--- src/rtl/assert_macros.svh ---
// Assertion macros shared by the timer table RTL.
// No dependencies; included by every file that carries assertions.
`ifndef ASSERT_MACROS_SVH
`define ASSERT_MACROS_SVH

// Concurrent assertion on a named clock and active-low reset.
`define POTT_ASSERT_ON(label, clk_sig, rst_n_sig, prop, msg) \
	label: assert property (@(posedge clk_sig) disable iff (!rst_n_sig) prop) else $error(msg);

// Concurrent assertion on the house clock and reset names.
`define POTT_ASSERT(label, prop, msg) \
	`POTT_ASSERT_ON(label, clk, arst_n, prop, msg)

`endif

--- src/rtl/pott_pkg.sv ---
// Package for the periodic and one-shot timer table.
// Holds command and result codes, the command struct and shared constants.
package pott_pkg;

	localparam int TIMER_SLOTS_DEF   = 16;
	localparam int INTERVAL_BITS_DEF = 16;
	localparam int QUEUE_DEPTH       = 2;
	localparam int IN_INTERVAL_W     = 16;
	localparam int CALLBACK_W        = 8;
	localparam int CONTEXT_W         = 32;
	localparam int SECONDS_W         = 32;

	// Command classes produced by the front end.
	typedef enum logic [1:0] {
		OP_ADD,
		OP_REJ_ZERO,
		OP_TICK
	} op_t;

	// Result kinds as seen on the output channel.
	typedef enum logic [2:0] {
		KIND_ADDED     = 3'd0,
		KIND_REJ_ZERO  = 3'd1,
		KIND_REJ_FULL  = 3'd2,
		KIND_EXPIRY    = 3'd3,
		KIND_TICK_NONE = 3'd4
	} kind_t;

	// Sequencer states of the back end.
	typedef enum logic [1:0] {
		ST_IDLE,
		ST_SCAN,
		ST_FLUSH
	} back_state_t;

	// One classified command, less its interval.
	typedef struct packed {
		op_t                   op;
		logic                  one_shot;
		logic [CALLBACK_W-1:0] callback;
		logic [CONTEXT_W-1:0]  ctx;
	} cmd_t;

endpackage

--- src/rtl/pott_ram.sv ---
// Generic single-write, single-read RAM with a registered read port.
// No dependencies.
module pott_ram #(
	parameter int WIDTH = 8,
	parameter int DEPTH = 16
) (
	input  logic                     clk,
	input  logic                     we,
	input  logic [$clog2(DEPTH)-1:0] waddr,
	input  logic [WIDTH-1:0]         wdata,
	input  logic                     re,
	input  logic [$clog2(DEPTH)-1:0] raddr,
	output logic [WIDTH-1:0]         rdata
);

	logic [WIDTH-1:0] mem_q [DEPTH];

	// Write port.
	always_ff @(posedge clk) begin
		if (we) begin
			mem_q[waddr] <= wdata;
		end
	end

	// Registered read; the data holds while no read is issued.
	always_ff @(posedge clk) begin
		if (re) begin
			rdata <= mem_q[raddr];
		end
	end

endmodule

--- src/rtl/pott_front.sv ---
// Front end of the timer table: takes input transfers and classifies them.
// Depends on pott_pkg.
module pott_front #(
	parameter int INTERVAL_BITS = 16
) (
	input  logic                              in_valid,
	output logic                              in_ready,
	input  logic                              func,
	input  logic [pott_pkg::IN_INTERVAL_W-1:0] interval_secs,
	input  logic                              one_shot,
	input  logic [pott_pkg::CALLBACK_W-1:0]   callback_id,
	input  logic [pott_pkg::CONTEXT_W-1:0]    context_word,
	input  logic                              q_full,
	output logic                              push,
	output pott_pkg::cmd_t                    cmd,
	output logic [INTERVAL_BITS-1:0]          ival
);
	import pott_pkg::*;

	logic [INTERVAL_BITS+IN_INTERVAL_W-1:0] ival_ext;

	// The interval is the low INTERVAL_BITS bits of the field, zero-extended.
	assign ival_ext = {{INTERVAL_BITS{1'b0}}, interval_secs};
	assign ival     = ival_ext[INTERVAL_BITS-1:0];

	// A transfer is taken whenever the queue has room.
	assign in_ready = !q_full;
	assign push     = in_valid && !q_full;

	// Classify: ticks, adds with a zero interval, and ordinary adds.
	always_comb begin
		cmd.one_shot = one_shot;
		cmd.callback = callback_id;
		cmd.ctx      = context_word;
		if (func) begin
			cmd.op = OP_TICK;
		end else if (ival == '0) begin
			cmd.op = OP_REJ_ZERO;
		end else begin
			cmd.op = OP_ADD;
		end
	end

endmodule

--- src/rtl/pott_queue.sv ---
// Short command queue between the front and back ends of the timer table.
// Depends on assert_macros.svh.
`include "assert_macros.svh"
module pott_queue #(
	parameter int WIDTH = 8,
	parameter int DEPTH = 2
) (
	input  logic             clk,
	input  logic             arst_n,
	input  logic             push,
	input  logic [WIDTH-1:0] wr_data,
	output logic             full,
	input  logic             pop,
	output logic             not_empty,
	output logic [WIDTH-1:0] rd_data
);

	localparam int PW = $clog2(DEPTH);
	localparam int CW = $clog2(DEPTH + 1);

	logic [WIDTH-1:0] entry_q [DEPTH];
	logic [PW-1:0]    wr_ptr_q;
	logic [PW-1:0]    rd_ptr_q;
	logic [CW-1:0]    count_q;

	assign full      = (count_q == CW'(DEPTH));
	assign not_empty = (count_q != '0);
	assign rd_data   = entry_q[rd_ptr_q];

	// Entry storage.
	always_ff @(posedge clk) begin
		if (push) begin
			entry_q[wr_ptr_q] <= wr_data;
		end
	end

	// Pointers and fill count.
	always_ff @(posedge clk or negedge arst_n) begin
		if (!arst_n) begin
			wr_ptr_q <= '0;
			rd_ptr_q <= '0;
			count_q  <= '0;
		end else begin
			if (push) begin
				wr_ptr_q <= (wr_ptr_q == PW'(DEPTH - 1)) ? '0 : wr_ptr_q + 1'b1;
			end
			if (pop) begin
				rd_ptr_q <= (rd_ptr_q == PW'(DEPTH - 1)) ? '0 : rd_ptr_q + 1'b1;
			end
			if (push && !pop) begin
				count_q <= count_q + 1'b1;
			end else if (pop && !push) begin
				count_q <= count_q - 1'b1;
			end
		end
	end

	`POTT_ASSERT(a_queue_no_underflow, pop |-> not_empty, "queue popped while empty")
	`POTT_ASSERT(a_queue_bound, count_q <= CW'(DEPTH), "queue count beyond depth")

endmodule

--- src/rtl/pott_back.sv ---
// Back end of the timer table: the table sequencer, slot RAM and result register.
// Depends on pott_pkg, pott_ram and assert_macros.svh.
`include "assert_macros.svh"
module pott_back #(
	parameter int TIMER_SLOTS   = 16,
	parameter int INTERVAL_BITS = 16
) (
	input  logic                            clk,
	input  logic                            arst_n,
	input  logic                            q_valid,
	input  pott_pkg::cmd_t                  q_cmd,
	input  logic [INTERVAL_BITS-1:0]        q_ival,
	output logic                            pop,
	output logic                            out_valid,
	input  logic                            out_ready,
	output logic [2:0]                      kind,
	output logic [pott_pkg::CALLBACK_W-1:0] fired_callback,
	output logic [pott_pkg::CONTEXT_W-1:0]  fired_context,
	output logic [pott_pkg::SECONDS_W-1:0]  now_seconds,
	output logic                            last
);
	import pott_pkg::*;

	localparam int SW = $clog2(TIMER_SLOTS);
	localparam int NW = $clog2(TIMER_SLOTS + 1);

	typedef struct packed {
		logic                     one_shot;
		logic [INTERVAL_BITS-1:0] period;
		logic [INTERVAL_BITS-1:0] remaining;
		logic [CALLBACK_W-1:0]    callback;
		logic [CONTEXT_W-1:0]     ctx;
	} slot_t;

	localparam int SLOT_W = $bits(slot_t);

	back_state_t           state_q, state_d;
	logic [NW-1:0]         used_q;
	logic [NW-1:0]         i_q;
	logic [NW-1:0]         w_q;
	logic [NW-1:0]         i_next;
	logic [SECONDS_W-1:0]  seconds_q;
	logic                  pend_valid_q;
	logic [CALLBACK_W-1:0] pend_cb_q;
	logic [CONTEXT_W-1:0]  pend_ctx_q;

	logic                  out_valid_q;
	kind_t                 kind_q;
	logic [CALLBACK_W-1:0] cb_q;
	logic [CONTEXT_W-1:0]  ctx_q;
	logic [SECONDS_W-1:0]  now_q;
	logic                  last_q;

	logic                     ram_we, ram_re;
	logic [SW-1:0]            ram_waddr, ram_raddr;
	slot_t                    ram_wslot, rd_slot;
	logic [SLOT_W-1:0]        ram_rdata;
	logic [INTERVAL_BITS-1:0] rem_dec;
	logic                     hit, keep, advance, more, out_free, table_full;

	logic                  out_load;
	kind_t                 kind_d;
	logic [CALLBACK_W-1:0] cb_d;
	logic [CONTEXT_W-1:0]  ctx_d;
	logic                  last_d;

	pott_ram #(
		.WIDTH (SLOT_W),
		.DEPTH (TIMER_SLOTS)
	) u_slots (
		.clk   (clk),
		.we    (ram_we),
		.waddr (ram_waddr),
		.wdata (ram_wslot),
		.re    (ram_re),
		.raddr (ram_raddr),
		.rdata (ram_rdata)
	);

	// Slot under scan and its decremented count.
	assign rd_slot    = slot_t'(ram_rdata);
	assign rem_dec    = rd_slot.remaining - 1'b1;
	assign hit        = (rem_dec == '0);
	assign keep       = !(hit && rd_slot.one_shot);
	assign i_next     = i_q + 1'b1;
	assign more       = (i_next < used_q);
	assign out_free   = !out_valid_q || out_ready;
	assign table_full = (used_q == NW'(TIMER_SLOTS));
	// A new expiry must push the pending one out first, which needs the result register.
	assign advance    = !hit || !pend_valid_q || out_free;

	// Next state.
	always_comb begin
		state_d = state_q;
		case (state_q)
			ST_IDLE: begin
				if (q_valid && q_cmd.op == OP_TICK) begin
					state_d = (used_q == '0) ? ST_FLUSH : ST_SCAN;
				end
			end
			ST_SCAN: begin
				if (advance && !more) begin
					state_d = ST_FLUSH;
				end
			end
			ST_FLUSH: begin
				if (out_free) begin
					state_d = ST_IDLE;
				end
			end
			default: state_d = ST_IDLE;
		endcase
	end

	// Outputs of the sequencer: queue pop, RAM ports and result load.
	always_comb begin
		pop       = 1'b0;
		ram_we    = 1'b0;
		ram_waddr = w_q[SW-1:0];
		ram_wslot = rd_slot;
		ram_re    = 1'b0;
		ram_raddr = i_next[SW-1:0];
		out_load  = 1'b0;
		kind_d    = KIND_ADDED;
		cb_d      = '0;
		ctx_d     = '0;
		last_d    = 1'b1;
		case (state_q)
			ST_IDLE: begin
				if (q_valid) begin
					case (q_cmd.op)
						OP_TICK: begin
							pop       = 1'b1;
							ram_re    = (used_q != '0);
							ram_raddr = '0;
						end
						OP_ADD: begin
							if (out_free) begin
								pop       = 1'b1;
								out_load  = 1'b1;
								kind_d    = table_full ? KIND_REJ_FULL : KIND_ADDED;
								ram_we    = !table_full;
								ram_waddr = used_q[SW-1:0];
								ram_wslot.one_shot  = q_cmd.one_shot;
								ram_wslot.period    = q_ival;
								ram_wslot.remaining = q_ival;
								ram_wslot.callback  = q_cmd.callback;
								ram_wslot.ctx       = q_cmd.ctx;
							end
						end
						OP_REJ_ZERO: begin
							if (out_free) begin
								pop      = 1'b1;
								out_load = 1'b1;
								kind_d   = KIND_REJ_ZERO;
							end
						end
						default: ;
					endcase
				end
			end
			ST_SCAN: begin
				if (advance) begin
					// The pending expiry is not the last one: send it on.
					if (hit && pend_valid_q) begin
						out_load = 1'b1;
						kind_d   = KIND_EXPIRY;
						cb_d     = pend_cb_q;
						ctx_d    = pend_ctx_q;
						last_d   = 1'b0;
					end
					ram_we              = keep;
					ram_wslot.remaining = hit ? rd_slot.period : rem_dec;
					ram_re              = more;
				end
			end
			ST_FLUSH: begin
				if (out_free) begin
					out_load = 1'b1;
					if (pend_valid_q) begin
						kind_d = KIND_EXPIRY;
						cb_d   = pend_cb_q;
						ctx_d  = pend_ctx_q;
					end else begin
						kind_d = KIND_TICK_NONE;
					end
				end
			end
			default: ;
		endcase
	end

	// Sequencer registers, table fill and seconds count.
	always_ff @(posedge clk or negedge arst_n) begin
		if (!arst_n) begin
			state_q      <= ST_IDLE;
			used_q       <= '0;
			i_q          <= '0;
			w_q          <= '0;
			seconds_q    <= '0;
			pend_valid_q <= 1'b0;
		end else begin
			state_q <= state_d;
			case (state_q)
				ST_IDLE: begin
					if (q_valid && q_cmd.op == OP_TICK) begin
						seconds_q <= seconds_q + 1'b1;
						i_q       <= '0;
						w_q       <= '0;
					end else if (pop && q_cmd.op == OP_ADD && !table_full) begin
						used_q <= used_q + 1'b1;
					end
				end
				ST_SCAN: begin
					if (advance) begin
						i_q <= i_next;
						if (keep) begin
							w_q <= w_q + 1'b1;
						end
						if (hit) begin
							pend_valid_q <= 1'b1;
						end
						if (!more) begin
							used_q <= keep ? w_q + 1'b1 : w_q;
						end
					end
				end
				ST_FLUSH: begin
					if (out_free) begin
						pend_valid_q <= 1'b0;
					end
				end
				default: ;
			endcase
		end
	end

	// Pending expiry payload.
	always_ff @(posedge clk) begin
		if (state_q == ST_SCAN && advance && hit) begin
			pend_cb_q  <= rd_slot.callback;
			pend_ctx_q <= rd_slot.ctx;
		end
	end

	// Result register: holds a result until its transfer.
	always_ff @(posedge clk or negedge arst_n) begin
		if (!arst_n) begin
			out_valid_q <= 1'b0;
		end else if (out_load) begin
			out_valid_q <= 1'b1;
		end else if (out_ready) begin
			out_valid_q <= 1'b0;
		end
	end

	always_ff @(posedge clk) begin
		if (out_load) begin
			kind_q <= kind_d;
			cb_q   <= cb_d;
			ctx_q  <= ctx_d;
			now_q  <= seconds_q;
			last_q <= last_d;
		end
	end

	assign out_valid      = out_valid_q;
	assign kind           = kind_q;
	assign fired_callback = cb_q;
	assign fired_context  = ctx_q;
	assign now_seconds    = now_q;
	assign last           = last_q;

	`POTT_ASSERT(a_idle_no_pend, state_q == ST_IDLE |-> !pend_valid_q, "pending expiry in idle")
	`POTT_ASSERT(a_back_used_bound, used_q <= NW'(TIMER_SLOTS), "table fill beyond slot count")
	`POTT_ASSERT(a_scan_order, state_q == ST_SCAN |-> w_q <= i_q && i_q < used_q, "bad scan index")

endmodule

--- src/rtl/periodic_oneshot_timer_table_top.sv ---
// Top level of the periodic and one-shot timer table.
// Depends on pott_pkg, pott_front, pott_queue and pott_back.
//
// Input channel (in_valid/in_ready): func 0 adds a timer with interval_secs,
// one_shot, callback_id and context_word; func 1 is a one-second tick.
// Output channel (out_valid/out_ready): one result per add, and per tick one
// expiry result for each timer that reaches zero, in table order, or a single
// status result when none does; last marks the final result of an input.
// A two-entry command queue parts the input side from the table sequencer,
// so inputs keep being taken while results wait, as long as the queue has room.
// An add passes through the command queue and then the result register. A tick
// starts, then visits each valid slot (the slot RAM is read and written back one
// slot per cycle while no result is stalled), and then closes; the receiver can
// also stall a result.
// When out_ready is low the sequencer pauses at the next result it must hand
// over; the result register holds it unchanged until its transfer.
// Reset empties the table and the queue and clears the seconds count; no
// clearing pass is needed, the fill count marks which slots are live.
module periodic_oneshot_timer_table_top #(
	parameter int TIMER_SLOTS   = pott_pkg::TIMER_SLOTS_DEF,
	parameter int INTERVAL_BITS = pott_pkg::INTERVAL_BITS_DEF
) (
	input  logic                               clk,
	input  logic                               arst_n,
	input  logic                               in_valid,
	output logic                               in_ready,
	input  logic                               func,
	input  logic [pott_pkg::IN_INTERVAL_W-1:0] interval_secs,
	input  logic                               one_shot,
	input  logic [pott_pkg::CALLBACK_W-1:0]    callback_id,
	input  logic [pott_pkg::CONTEXT_W-1:0]     context_word,
	output logic                               out_valid,
	input  logic                               out_ready,
	output logic [2:0]                         kind,
	output logic [pott_pkg::CALLBACK_W-1:0]    fired_callback,
	output logic [pott_pkg::CONTEXT_W-1:0]     fired_context,
	output logic [pott_pkg::SECONDS_W-1:0]     now_seconds,
	output logic                               last
);
	import pott_pkg::*;

	localparam int QW = $bits(cmd_t) + INTERVAL_BITS;

	logic                     q_full, q_push, q_pop, q_valid;
	cmd_t                     f_cmd, q_cmd;
	logic [INTERVAL_BITS-1:0] f_ival, q_ival;
	logic [QW-1:0]            q_rd_data;

	pott_front #(
		.INTERVAL_BITS (INTERVAL_BITS)
	) u_front (
		.in_valid      (in_valid),
		.in_ready      (in_ready),
		.func          (func),
		.interval_secs (interval_secs),
		.one_shot      (one_shot),
		.callback_id   (callback_id),
		.context_word  (context_word),
		.q_full        (q_full),
		.push          (q_push),
		.cmd           (f_cmd),
		.ival          (f_ival)
	);

	pott_queue #(
		.WIDTH (QW),
		.DEPTH (QUEUE_DEPTH)
	) u_queue (
		.clk       (clk),
		.arst_n    (arst_n),
		.push      (q_push),
		.wr_data   ({f_cmd, f_ival}),
		.full      (q_full),
		.pop       (q_pop),
		.not_empty (q_valid),
		.rd_data   (q_rd_data)
	);

	// Split the queue head back into command and interval.
	assign {q_cmd, q_ival} = q_rd_data;

	pott_back #(
		.TIMER_SLOTS   (TIMER_SLOTS),
		.INTERVAL_BITS (INTERVAL_BITS)
	) u_back (
		.clk            (clk),
		.arst_n         (arst_n),
		.q_valid        (q_valid),
		.q_cmd          (q_cmd),
		.q_ival         (q_ival),
		.pop            (q_pop),
		.out_valid      (out_valid),
		.out_ready      (out_ready),
		.kind           (kind),
		.fired_callback (fired_callback),
		.fired_context  (fired_context),
		.now_seconds    (now_seconds),
		.last           (last)
	);

endmodule

--- config.mk ---
export PLATFORM = sky130hd
export DESIGN_NAME = periodic_oneshot_timer_table_top
export DESIGN_NICKNAME = d
export VERILOG_FILES = /design/src/rtl/pott_pkg.sv /design/src/rtl/pott_ram.sv /design/src/rtl/pott_front.sv /design/src/rtl/pott_queue.sv /design/src/rtl/pott_back.sv /design/src/rtl/periodic_oneshot_timer_table_top.sv
export VERILOG_INCLUDE_DIRS = /design/src /design/src/rtl
export SDC_FILE = /design/constraint.sdc
export NUM_CORES = 2
export LEC_CHECK = 0
export BUFFER_PORTS_ARGS = -buffer_cell sky130_fd_sc_hd__buf_2
export CAP_MARGIN = 20
export CORE_MARGIN = 1
export CORE_UTILIZATION = 45
export CTS_CLUSTER_DIAMETER = 120
export DETAILED_ROUTE_END_ITERATION = 10
export PLACE_DENSITY = 0.63
export SLEW_MARGIN = 20
export SYNTH_ARGS = -nofsm -noshare
export SYNTH_HDL_FRONTEND = slang
export SYNTH_SLANG_ARGS = --single-unit
--- constraint.sdc ---
create_clock -name clk -period 8.9 [get_ports clk]
set_input_delay 0.445 -clock clk [delete_from_list [all_inputs] [get_ports clk]]
set_output_delay 0.445 -clock clk [all_outputs]
set_load 0.03 [all_outputs]
# Word level (Yosys, flattened, before mapping)
# Memories as Yosys holds them, arrays and structs flattened. A register that Yosys moved wholly into a read port is not among the register bits.
# Index checks and enable logic that the tools add are counted.
[word_totals]
inputBits = 62
ramBits = 1286
output_inout_bits = 78
mem_count = 2
wordCells = 170
ff_bits = 171
[mem_list]
columns = ["name", "depth", "width", "read_ports", "rd_ports_with_merged_regs", "wr", "line_no", "text"]
rows = [
  ["u_back.u_slots.mem_q", 16, 73, 1, 1, 1, "pott_ram.sv:16", "logic [WIDTH-1:0] mem_q [DEPTH];"],
  ["u_queue.entry_q", 2, 59, 1, 0, 1, "pott_queue.sv:21", "logic [WIDTH-1:0] entry_q [DEPTH];"],
]
[op_classes]
add_sub_neg = 9
n_lt_le_gt_ge = 1
mux = 86
n_eq_ne = 14
n_reduce_logical = 41
[ops]
columns = ["operator", "count"]
rows = [
  ["$mux 73", 3],
  ["$mux 32", 4],
  ["$pmux 32 s2", 1],
  ["$mux 40", 1],
  ["$mux 5", 8],
  ["$add 32x1->32 const B", 1],
  ["$logic_not 16->1", 2],
  ["$mux 16", 2],
  ["$mux 8", 4],
  ["$pmux 16 s2", 1],
  ["$pmux 5 s2", 3],
  ["$mux 1", 28],
  ["$mux 4", 7],
  ["$mux 2", 9],
  ["$mux 17", 1],
  ["$pmux 8 s2", 1],
  ["$sub 16x1->16 const B", 1],
  ["$add 5x1->5 const B", 3],
  ["$mux 3", 5],
  ["$ne 2x1->1 const B", 6],
  ["$logic_and 1x1->1", 11],
  ["$reduce_bool 2->1", 5],
  ["$logic_not 1->1", 9],
  ["$pmux 3 s3", 1],
  ["other kinds (21)", 34],
]

# Depth between registers and ports, before layout
[logic_depth]
ltp_word = 11
depth_mapped = 14
depth_no_buf = 10

# Hierarchy
# Synthesis repeated with hierarchy kept, for this count alone.
[hier_totals]
hier_cells = 2923
area_unflattened_um2 = 59210.5
[modules_own_cells]
columns = ["mod", "n_inst", "cells_each", "seq_area_each_um2", "area_each_um2"]
rows = [
  ["pott_ram", 1, 1875, 37265.7, 45857.7],
  ["pott_back", 1, 782, 4759.6, 8116.5],
  ["pott_queue", 1, 200, 3643.5, 4749.6],
  ["pott_front", 1, 66, 0.0, 486.7],
]

# Worst setup path after synthesis
# OpenSTA, ideal clock, no wires.
[synth_path]
path_type = "register to register"
start = "register u_back.u_slots.rdata[40] (read register of u_back.u_slots.mem_q)"
end = "register u_back.cb_q[0] (netlist: u_back.fired_callback[0]), enable pin"
setup_time_ns = 0.604
stages_incl_launch_ff = 13
t_required_ns = 8.296
t_arrival_ns = 7.635
synth_period_minus_slack_ns = 8.238
path_slack_ns = 0.662
path_buffers = 3
path_cell_list = "edfxtp_1 clkbuf_1 inv_1 ha_1 buf_2 or4b_1 buf_2 a22oi_2 nand2_1 nor4_2 and2_1 a211oi_1 nor3_1"
[synth_via]
elab_chain_cells = 7
word_cells_on_any_way = 9
classes_between = "add/sub: 1; mux: 3; reduce/logical: 5"
[synth_rtl]
columns = ["element", "line_no", "text"]
rows = [
  ["start, declared", "pott_ram.sv:13", "output logic [WIDTH-1:0] rdata"],
  ["$sub 16x1->16 (*)", "pott_back.sv:82", "assign rem_dec = rd_slot.remaining - 1'b1;"],
  ["$logic_not 16->1 (*)", "pott_back.sv:83", "assign hit = (rem_dec == '0);"],
  ["$logic_not 1->1", "pott_back.sv:90", "assign advance = !hit || !pend_valid_q || out_free;"],
  ["$logic_or 1x1->1 (2 in series)", "pott_back.sv:90", ""],
  ["$mux 1 (*)", "pott_back.sv:163", "if (advance) begin"],
  ["$pmux 1 s3 (*)", "pott_back.sv:128", "case (state_q)"],
  ["named net u_back.out_load", "pott_back.sv:61", "logic out_load;"],
  ["end signal, assigned", "pott_back.sv:260", "cb_q <= cb_d;"],
  ["end, declared", "pott_back.sv:49", "logic [CALLBACK_W-1:0] cb_q;"],
]
# Mark *: on every way through the listed nets, which the timed path passes. The rest lies on a longest branch.
# A chain may end at the register's enable or synchronous reset.

# Worst setup path in the final report
[layout_path]
start = "register u_back.u_slots.rdata[40] (read register of u_back.u_slots.mem_q)"
end = "memory u_back.u_slots.mem_q[0][70] in the netlist's numbering, enable pin"
[layout_via]
elab_chain_cells = 9
word_cells_on_any_way = 11
classes_between = "add/sub: 1; mux: 4; reduce/logical: 6"
[layout_rtl]
columns = ["element", "line_no", "text"]
rows = [
  ["$sub 16x1->16 (*)", "pott_back.sv:82", ""],
  ["$logic_not 16->1 (*)", "pott_back.sv:83", ""],
  ["$logic_not 1->1", "pott_back.sv:90", ""],
  ["$logic_or 1x1->1 (2 in series)", "pott_back.sv:90", ""],
  ["$mux 1 (*)", "pott_back.sv:163", ""],
  ["$pmux 1 s2 (*)", "pott_back.sv:128", ""],
  ["$mux 1 (*)", "pott_ram.sv:20", "if (we) begin"],
  ["$mux 1 (implied by the code) (*)", "pott_ram.sv:21", "mem_q[waddr] <= wdata;"],
  ["end, declared", "pott_ram.sv:16", ""],
]
# Mark *: on every way between the ends. The rest lies on a longest branch, timed or not.

==> metrics.csv <==
stage;metric;value;unit
synth;Post-Synthesis Cells;4378;
synth;Post-synth top cells;1475 x edfxtp_1, 1118 x nand2_1, 387 x nand3_1, 239 x clkbuf_1, 143 x a311oi_1;
job;total of max-cap violations;0;
synth;Synth Net Count;4456;
synth;Syn Area/Cell;13.9;µm²
placed_design;Port Buf Inserts;139;
timing;crit path time final;5170;ps
cells_and_area;Non-Filler Instances;6436;
floorplan;chip width;369;µm
run_status;status;finished with violations;
grt;Global Route met3 Usage;3.65;%
floorplan;# rows;134;
grt;vias in the first global route;35700;
synth;Seq/Total Area, Yosys;75.2;%
route;wire per inst;23.5;µm
timing;final setup TNS;0;ps
timing;final period utilization;58.1;%
floorplan;Top Ports;140;
timing;Worst Max-Slew Pin Slew;1110;ps
route;total number of vias;37100;
setup_path;Crit. End Element;register;
cts;Root Driver;clkbuf_16;
timing;max_slew headroom;25.8;%
min_path;HP Class;in2reg;
route;# DRC;28;
synth;Yosys top cell by area;edfxtp_1;
timing;f_max;194;MHz
pwr;Peak supply drop;0.231;mV
grt;largest net degree at the start of global routing;201;
timing;final slew viol count;0;
floorplan;die area;137000;µm²
setup_path;crit-path max FO;48;
route;drt pass-1 iters;8;
cts;Max Root-Sink Buffers;3;
setup_path;crit-path max cell delay;890;ps
cts;CTS tree;yes;
setup_path;FF-to-FF path depth;10;
synth;top-count cell post-synth;edfxtp_1;
route;routed wire length;152;mm
timing;Setup violations, final;0;
grt;initial antenna violation count;2;
synth;Yosys top cell area share;72.9;%
setup_path;CP Launch Type;register;
min_path;hold path depth;1;
synth;flip-flop and latch count after synthesis;1530;
cts;Num Clock Sinks;1530;
grt;gr busiest metal;met2;
synth;Post-synth EDFFs;1475;
grt;first-pass GRT wire length;228;mm
synth;Cell Area, Synth;60800;µm²
setup_path;CP Data Required Time;9280;ps
cts;htree depth;4;
grt;GR Util All Layers;22.1;%
synth;Most used DFF post-synth;edfxtp_1;
cts;Skew-Pair Late Insertion Delay;780;ps
setup_path;Crit-path slowest cell;buf_4;
pwr;pwr dens;337;nW/µm²
cts;CTS buffer count;158;
pwr;leakage power figure;23.6;nW
synth;Synth area leaders;edfxtp_1 73%, nand2_1 6.9%, nand3_1 3.2%, dfrtp_1 2.3%, a311oi_1 2.1%;
synth;Ys Warns;0;
cts;postcts setup bufs;0;
synth;ys async rst share;3.59;%
grt;met1 usage;31.8;%
floorplan;core area;134000;µm²
placed_design;DP Cell Count;6090;
timing;final hold viol count;0;
route;initial drt markers;3735;
grt;gr ovfl total;0;
setup_path;critical path type;reg2reg;
cells_and_area;area delta synth->final;13.9;%
placed_design;detailed placer's ending HPWL;78.5;mm
route;Avg Vias per Cell;5.77;
setup_path;worst path arrival time;5550;ps
floorplan;Die Ht;369;µm
cells_and_area;share of layout cells above drive strength 1;11.2;%
timing;unrepaired setup endpoints after global routing;false;
setup_path;CP cell instances;inv_1 -> ha_1 -> o21bai_1 -> nand4_1 -> a32oi_1 -> nor4_1 -> o22ai_1 -> o21a_1 -> nor2b_4 -> buf_4;
placed_design;RePlAce Congestion;0.856;
floorplan;Starting Density;45.4;%
run_status;failing checks;DRC;
timing;Fin Clk Skew;37.4;ps
route;ANT nets after route;0;
cells_and_area;Net count, final;4622;
cts;Worst-path clk slew;60;ps
synth;Unique masters post-synth;67;
grt;met2 Track Usage GR;35.2;%
[registers in the layout, indices dropped and copies added, names as in the netlist, 2 cells and up]
name / count
u_back.w_q: 5
u_back.fired_context: 32
u_queue.count_q: 2
u_queue.entry_q: 118
u_back.seconds_q: 32
u_back.i_q: 5
u_back.now_seconds: 32
u_back.pend_ctx_q: 32
u_back.pend_cb_q: 8
u_back.kind: 3
u_back.state_q: 2
u_back.u_slots.mem_q: 1168
u_back.u_slots.rdata: 73
u_back.fired_callback: 8
u_back.used_q: 5
[area by class of cell]
cell class	count	area [µm²]
Fill cell	11000	64600
Sequential cell	1530	45700
Multi-Input combinational cell	2531	14100
Clock buffer	196	4190
Tap cell	1768	2210
Timing Repair Buffer	307	2210
Clock inverter	87	783
Inverter	16	60.1
Antenna cell	1	2.50
[power breakdown]
part	internal, mW	leakage (nW)	switching, mW
registers	10.3	14.1	0.538
clock network	3.66	2.41	2.73
logic	1.55	7.04	4.49
[metrics by stage]
step,power [mW],cell area [µm²],setup WS [ps],hold WS (ps),utilization [%]
floorplan,14.7,60800,662,149,-
global placement,16.9,63500,3670,434,47.5
detailed placement,17.0,63600,3700,442,47.5
CTS,23.4,69100,3690,2.01,51.7
global route,24.3,69200,3400,35.2,51.7
finish,23.3,69200,3730,54.3,51.7
[layout by cell type (no fill, tap or decap), drive strengths merged, types with 7 or more instances in the layout]
cell type / n
edfxtp: 1475
nand2: 1118
nand3: 387
buf: 247
clkbuf: 198
a311oi: 143
and3: 86
o21ai: 83
a31oi: 80
nor3b: 74
a211oi: 74
a311o: 70
mux2i: 65
clkinv: 64
dlygate4sd3: 58
dfrtp: 55
nor2: 52
and2: 49
xnor2: 28
xor2: 24
inv: 22
nor3: 18
ha: 16
nor4: 16
a21oi: 15
o211ai: 13
nand4: 12
bufinv: 11
nand2b: 10
a21o: 9
a22oi: 9
nor2b: 9
o22ai: 8
a221o: 7
[final timing paths]
kind	startpoint	to	slack, ps
max reg2reg	u_back.u_slots.rdata[40]	u_back.u_slots.mem_q[0][70]	3730
max	u_back.u_slots.rdata[40]	u_back.u_slots.mem_q[0][70]	3730
min in group asynchronous	arst_n	u_back.seconds_q[1]	380
min	func	u_queue.entry_q[0][58]	50
max in group asynchronous	arst_n	u_queue.rd_ptr_q	7950
min reg2reg	u_back.u_slots.rdata[22]	u_back.pend_ctx_q[22]	450
[what timing repair did]
| action | in CTS | in global routing |
|---|---|---|
| hold buffers | 58 | 0 |
| resized for setup | 0 | 0 |
| hold endpoints to repair | 169 | 0 |
| endpoints found under the setup margin | 0 | 0 |
[per-layer routing]
metal  wire length [µm]  share of wire [%]
met3              11100                7.3
met1              65900                 44
met5                 13             0.0086
met4               2800                1.8
met2              71700                 47
[worst max-delay path, delay by kind of cell, from the launching register on]
family / cells / cell delay [ps]
flip-flops: 1 / 550
AND/OR/NAND/NOR: 3 / 1240
buffers and inverters: 2 / 1060
AO/OA/AOI/OAI: 4 / 1480
adder cells (fa/ha/maj): 1 / 370
[cells by family (layout without fill, tap and decap cells)]
logic type | Yosys count | count (layout) | synth area share, %
adder cells (fa/ha/maj) | 16 | 16 | 0.329
XOR/XNOR | 52 | 52 | 0.750
other | 0 | 1 | 0
multiplexers | 69 | 69 | 1.20
AO/OA/AOI/OAI | 539 | 539 | 6.77
flip-flops | 1530 | 1530 | 75.2
buffers and inverters | 317 | 606 | 2.05
AND/OR/NAND/NOR | 1855 | 1855 | 13.7
(Power assumes the default switching activity.)
